**src/rtl/khc_pkg.sv**
```systemverilog
// Shared types, sizes and helper functions of the k-mer histogram counter.
// Used by the controller, the datapath, the top level and the port checker.
package khc_pkg;

  // Longest word that is counted, and the width of one stored counter.
  localparam int MAX_K   = 8;
  localparam int COUNT_W = 32;

  // Fixed field widths of the stream items and of the register.
  localparam int OP_W    = 2;
  localparam int BASE_W  = 3;
  localparam int RIDX_W  = 16;
  localparam int WL_W    = 4;
  localparam int OUT_W   = 32;
  localparam int S_DATA_W = 24;
  localparam int M_DATA_W = 32;

  // Table geometry: two bits per base, one counter per word.
  localparam int AW          = 2 * MAX_K;
  localparam int TABLE_DEPTH = 1 << AW;
  localparam int K_W         = $clog2(MAX_K + 1);
  localparam int CMP_W       = (COUNT_W > OUT_W) ? COUNT_W : OUT_W;

  // Operation codes carried in tuser.
  localparam logic [OP_W-1:0] OP_START = 2'd0;
  localparam logic [OP_W-1:0] OP_FEED  = 2'd1;
  localparam logic [OP_W-1:0] OP_READ  = 2'd2;

  // Input base codes; anything above the last valid code counts as N.
  localparam logic [BASE_W-1:0] BASE_A = 3'd0;
  localparam logic [BASE_W-1:0] BASE_C = 3'd1;
  localparam logic [BASE_W-1:0] BASE_G = 3'd2;
  localparam logic [BASE_W-1:0] BASE_T = 3'd3;

  // Word digit codes: A0 G1 C2 T3.
  localparam logic [1:0] WORD_A = 2'd0;
  localparam logic [1:0] WORD_G = 2'd1;
  localparam logic [1:0] WORD_C = 2'd2;
  localparam logic [1:0] WORD_T = 2'd3;

  // Reset value of the word length register.
  localparam logic [WL_W-1:0] WL_RESET = 4'd3;

  // Controller states, one-hot.
  typedef enum logic [4:0] {
    ST_CLEAR     = 5'b00001,
    ST_IDLE      = 5'b00010,
    ST_FETCH_CNT = 5'b00100,
    ST_UPDATE    = 5'b01000,
    ST_FETCH_RD  = 5'b10000
  } ctrl_state_e;

  // Commands from the controller to the datapath.
  typedef struct packed {
    logic take;        // accept the offered request
    logic clear_wr;    // write one zero of the clearing pass
    logic fetch;       // read one counter from the table
    logic fetch_read;  // fetch at the read index instead of the word index
    logic update_wr;   // write back the incremented counter
    logic out_load;    // move the fetched counter into the output register
  } khc_cmd_t;

  // Status from the datapath to the controller.
  typedef struct packed {
    logic is_start;  // offered request is a start
    logic is_count;  // offered request is a base that completes a word
    logic is_read;   // offered request is a read
    logic clr_done;  // clearing pass is at its last entry
    logic out_free;  // output register can take a new result
  } khc_status_t;

  // Maps an input base code to its word digit.
  function automatic logic [1:0] word_code(input logic [BASE_W-1:0] b);
    logic [1:0] c;
    case (b)
      BASE_C:  c = WORD_C;
      BASE_G:  c = WORD_G;
      BASE_T:  c = WORD_T;
      default: c = WORD_A;
    endcase
    return c;
  endfunction

  // Clamps a stored counter to the output width.
  function automatic logic [OUT_W-1:0] sat_out(input logic [COUNT_W-1:0] v);
    logic [CMP_W-1:0] ext;
    logic [OUT_W-1:0] r;
    ext = CMP_W'(v);
    if (ext > CMP_W'({OUT_W{1'b1}})) begin
      r = '1;
    end else begin
      r = ext[OUT_W-1:0];
    end
    return r;
  endfunction

endpackage

```
**src/rtl/khc_ctrl.sv**
```systemverilog
// Controller state machine of the k-mer histogram counter.
// Depends on khc_pkg for the state encoding and the command/status structs.
module khc_ctrl (
  input  logic                 clk_i,
  input  logic                 rst_ni,
  input  logic                 req_valid_i,
  output logic                 req_ready_o,
  input  khc_pkg::khc_status_t status_i,
  output khc_pkg::khc_cmd_t    cmd_o
);

  khc_pkg::ctrl_state_e state_q, state_d;

  // Next state and command decode.
  always_comb begin
    state_d     = state_q;
    cmd_o       = '0;
    req_ready_o = 1'b0;
    unique case (state_q)
      khc_pkg::ST_CLEAR: begin
        cmd_o.clear_wr = 1'b1;
        if (status_i.clr_done) begin
          state_d = khc_pkg::ST_IDLE;
        end
      end
      khc_pkg::ST_IDLE: begin
        req_ready_o = 1'b1;
        if (req_valid_i) begin
          cmd_o.take = 1'b1;
          if (status_i.is_start) begin
            state_d = khc_pkg::ST_CLEAR;
          end else if (status_i.is_count) begin
            state_d = khc_pkg::ST_FETCH_CNT;
          end else if (status_i.is_read) begin
            state_d = khc_pkg::ST_FETCH_RD;
          end
        end
      end
      khc_pkg::ST_FETCH_CNT: begin
        cmd_o.fetch = 1'b1;
        state_d     = khc_pkg::ST_UPDATE;
      end
      khc_pkg::ST_UPDATE: begin
        cmd_o.update_wr = 1'b1;
        state_d         = khc_pkg::ST_IDLE;
      end
      khc_pkg::ST_FETCH_RD: begin
        // The counter is fetched once, then held until the output frees up.
        if (status_i.out_free) begin
          cmd_o.out_load = 1'b1;
          state_d        = khc_pkg::ST_IDLE;
        end
      end
      default: begin
        state_d = khc_pkg::ST_CLEAR;
      end
    endcase
    // The read fetch runs on the cycle the request is taken.
    if (state_q == khc_pkg::ST_IDLE && req_valid_i && status_i.is_read
        && !status_i.is_start) begin
      cmd_o.fetch      = 1'b1;
      cmd_o.fetch_read = 1'b1;
    end
  end

  // State register; reset starts the clearing pass.
  always_ff @(posedge clk_i or negedge rst_ni) begin
    if (!rst_ni) begin
      state_q <= khc_pkg::ST_CLEAR;
    end else begin
      state_q <= state_d;
    end
  end

endmodule

```
**config.mk**
```make
export PLATFORM = sky130hd
export DESIGN_NAME = khc_ctrl
export DESIGN_NICKNAME = d
export VERILOG_FILES = /design/src/rtl/khc_pkg.sv /design/src/rtl/khc_ctrl.sv
export SDC_FILE = /design/constraint.sdc
export NUM_CORES = 1
export LEC_CHECK = 0
export CAP_MARGIN = 20
export CORE_AREA = 10 10 47 49
export CTS_CLUSTER_SIZE = 28
export DETAILED_ROUTE_END_ITERATION = 10
export DIE_AREA = 0 0 57 59
export DONT_BUFFER_PORTS = 1
export PLACE_DENSITY = 0.51
export RECOVER_POWER = 50
export SYNTH_ARGS = -nofsm -noshare
export SYNTH_HDL_FRONTEND = slang
export SYNTH_SLANG_ARGS = --single-unit
```
**constraint.sdc**
```tcl
create_clock -name clk_i -period 2.45 [get_ports clk_i]
set_input_delay 0.245 -clock clk_i [delete_from_list [all_inputs] [get_ports clk_i]]
set_output_delay 0.245 -clock clk_i [all_outputs]
set_load 0.005 [all_outputs]
```
# Yosys cells after proc, flatten, opt, wreduce, memory -nomap -nowiden

Index checks and enable logic that the tools add are counted.

Flip-flop bits (word level): 5
Input port bits: 8
Word-level logic and storage cells: 31

Equality and inequality tests: 9
Mux-type cells: 16
Reductions and logical operators: 5

Operators by type and width:

| operator                                            | count |
|---|---|
| 2-to-1 mux 5 bit                                    | 6 |
| one-hot mux 5 bit (5 select lines)                  | 1 |
| 2-to-1 mux 1 bit                                    | 8 |
| != test 2 bit, second input constant                | 3 |
| equality test 5 x 1 -> 1 bit, second input constant | 1 |
| equality test 5 x 2 -> 1 bit, second input constant | 1 |
| equality test 5 x 3 -> 1 bit, second input constant | 1 |
| equality test 5 x 4 -> 1 bit, second input constant | 1 |
| equality test 5 bit, second input constant          | 1 |
| != test 4 bit, second input constant                | 1 |
| AND reduction 4 bit                                 | 1 |
| logical AND 1 bit                                   | 3 |
| 2-to-1 mux 2 bit                                    | 1 |
| logical NOT 1 bit                                   | 1 |

# Depth between registers and ports, before layout

Word-level depth: 5
Depth in mapped cells: 5
Gate-level depth less buffers: 5

# Worst setup path before layout

OpenSTA, ideal clock, no wires.

Kind: reg-to-reg
Start point: reg state_q[4]
End point: reg state_q[1]
Arrival: 1.832 ns
Required time: 2.325 ns
Slack: 0.492 ns
Stages on the path, launching flop included: 6
Path buffers: 0
Period minus slack after synthesis: 1.958 ns
Path through: dfrtp_1 > or4b_1 > or2_4 > o221a_4 > o31ai_2 > mux2_4

Cells in the longest elaborated chain, start to end: 3
Elaborated cells between the ends (all ways): 11
Those cells by class: eq/ne: 9; mux: 1; reduce/logical: 1

Ends and longest elaborated chain:

| element                                                  | RTL line       | RTL |
|---|---|---|
| start: declaration                                       | khc_ctrl.sv:12 | `khc_pkg::ctrl_state_e state_q, state_d;` |
| start signal: assignment                                 | khc_ctrl.sv:69 | `state_q <= khc_pkg::ST_CLEAR;` |
| start signal: assignment                                 | khc_ctrl.sv:71 | `state_q <= state_d;` |
| equality test 5 x 2 -> 1 bit (tied with other cells)     | khc_ctrl.sv:19 | `unique case (state_q)` |
| != test 4 bit (no line) or != test 2 bit (tied branches) | -              |  |
| AND reduction 4 bit (no line)                            | -              |  |

Parallel ways exist; a longest one is shown, timed or not.
A chain may end at the register's enable or synchronous reset.

==> reports/metrics.csv <==
metric,value,unit
use_met1,0.05609,
crit_type,register to output port,
hold_viol,0,
power_frac_comb,0.482,
n_antenna_cell,0,
clock_latency,0.24,ns
via_per_inst,5.033,
worstPathArrival,1.96,ns
r2r_slack,0.39,ns
drt_iter0_markers,6,
die_w,57,um
met2_usage,0.09302,
hold_start,status_i[3],
grt-ovfl-total,0,
p_leak,0.0001978,uW
synth-seq-area-share,0.3435,
drc_errors,0,
yosys.cell_types.count,26,
row_count,14,
dpl_cell_area,387.9,um2
hold_slack,0.1793,ns
fin_skew,0.003126,ns
clkPwrFrac,0.200,
routabilityCongestion,0.6469,
grt_pass1_vias,330,
mostFrequentLayoutCells,"nor2_1, dfrtp_1, inv_1, clkbuf_4",
largest-register,state_q,
r2r_cells,4,
syn_nets,47,
fin_crit,2.203,ns
drv_cap,0,
vias,302,
final_antenna_net_count,0,
avgSynthCellArea,9.432,um2
timing.final.crit_share,0.8991,
rsz0062_at_grt,false,
postCtsSetupRepairBufs,0,
grt_max_degree,9,
ir_drop,426.2,uV
grt_first_pass_wirelength,1469,um
cts.sinks,5,
finalMaxSlewViolations,0,
dieArea,3363,um2
yosys_warnings,0,
ctsHoldBuffers,1,
core_area,1401,um2
dp_hpwl,752.4,um
final_area,424.2,um2
syn-cell-area,367.9,um2
wl,879,um
outcome,finished clean,
power-per-cell-area,1093,nW/um2
tns,0,ns
worst_slew_pin_slew,0.2344,ns
clock.fmax,454.0,MHz
grt.busiest_layer,met2,
r2r_start,state_q[4],
switching_share,0.3668,
whs_endpoint,state_q[4],
p_int,293.5,uW
power.switching,170.0,uW
portBuffers,0,
cp_slowest_cell,or4b_1,
clk_pin_slew,0.04,ns
syn_inst,39,
ctsResizeCount,0,
ios,15,
largest_register_ffs,5,
synth_seq_cells,5,
cts-buffers-inserted,3,
crit_path_start_kind,register,
root_buffer,clkbuf_4,
holdPathStages,2,
rr_endpoint,state_q[1],
cts_tree,done,
cp-end-kind,output port,
area_growth,15.31,%
firstDrtPassIters,2,
seqPwrFrac,0.318,
clockBufferDepth,2,
drive_gt1_frac,0.2727,
track_usage,0.05671,
min_path_type,primary input to register,
layout_commonest_cell,nor2_1,
fill_cells,161,
path_cells,or4b_1 > or2_4 > nor2_1 > and3_1 > or2_2,
grt.met3_usage,0.02575,
htree_levels,1,
antenna_found_initial,0,
fin_nets,53,
cp.required,2.20,ns
critical_path.max_fanout,8,
cp_slowest_stage_delay,0.56,ns
max_slew_margin,0.8428,
worst_slack,0.2472,ns
wl_per_cell,14.65,um
reg_top3,state_q x5,
dp_slack,0.3808,ns
start_util,0.2625,
setup_viol,0,
die_h,59,um
## metal layers
layer | part of all wire | wire [um]
met5 | 0 | 0
met4 | 0 | 0
met3 | 0.058 | 51
met2 | 0.52 | 458
met1 | 0.42 | 368
## cell families after synthesis
group	synth area share
compound gates	0.1837
flops	0.3436
buf+inv	0.03061
xor+xnor	0.02381
mux	0.04080
simple gates	0.3776
## metrics by stage
step | power [uW] | cells | util
after floorplan | 333.5 | 39 | -
after global placement | 378.1 | 55 | 0.2768
after detailed placement | 375.5 | 55 | 0.2768
after CTS | 477.5 | 60 | 0.3027
after global routing | 507.9 | 60 | 0.3027
final | 463.5 | 60 | 0.3027
## synthesized netlist by cell type, drive strengths merged
master	count	area share
nor2	6	0.061
dfrtp	4	0.27
inv	3	0.031
and3	2	0.037
and4bb	2	0.068
nand3	2	0.027
nand3b	2	0.041
or2	2	0.041
a21oi	1	0.014
and2	1	0.017
dfstp	1	0.071
mux2	1	0.041
nand2	1	0.010
nand4	1	0.017
nor3	1	0.014
o211ai	1	0.020
o21a	1	0.020
o21ai	1	0.014
o221a	1	0.054
o22a	1	0.027
o31ai	1	0.034
or3	1	0.017
or4b	1	0.027
xor2	1	0.024
## how the worst max path moves through the flow
stage	cells past startpoint	slack, ns	endpoint	start
after detailed placement	4	0.38	state_q[1]	state_q[4]
after CTS	5	0.20	cmd_o[3]	state_q[4]
final	5	0.25	cmd_o[3]	state_q[4]
after global routing	5	0.08	cmd_o[3]	state_q[4]
after global placement	4	0.38	state_q[1]	state_q[4]
after floorplan	5	0.49	state_q[1]	state_q[4]
## worst max-delay path: cells and delay by family, from the launching register on
kind | cells | cell delay (ns)
simple gates | 5 | 1.30
flops | 1 | 0.44
## area by class of cell
class                      count  area (um2)  area share
clock buffer                   4       26.28     0.06195
inverter                       3       11.26     0.02655
multi-input combinational     31       230.2      0.5428
sequential                     5       126.4      0.2979
tap                           16       20.02     0.04720
timing repair buffer           1       10.01     0.02360
## power groups by stage
| stage | Combinational, uW | Sequential (uW) | Clock, uW |
|---|---|---|---|
| finish | 224 | 147 | 92.8 |
| global route | 250 | 154 | 104 |
| CTS | 230 | 150 | 97.6 |
| detailed placement | 225 | 151 | 0 |
| global placement | 227 | 151 | 0 |
| floorplan | 192 | 142 | 0 |
No activity file was read; power rests on OpenSTA's default activity.
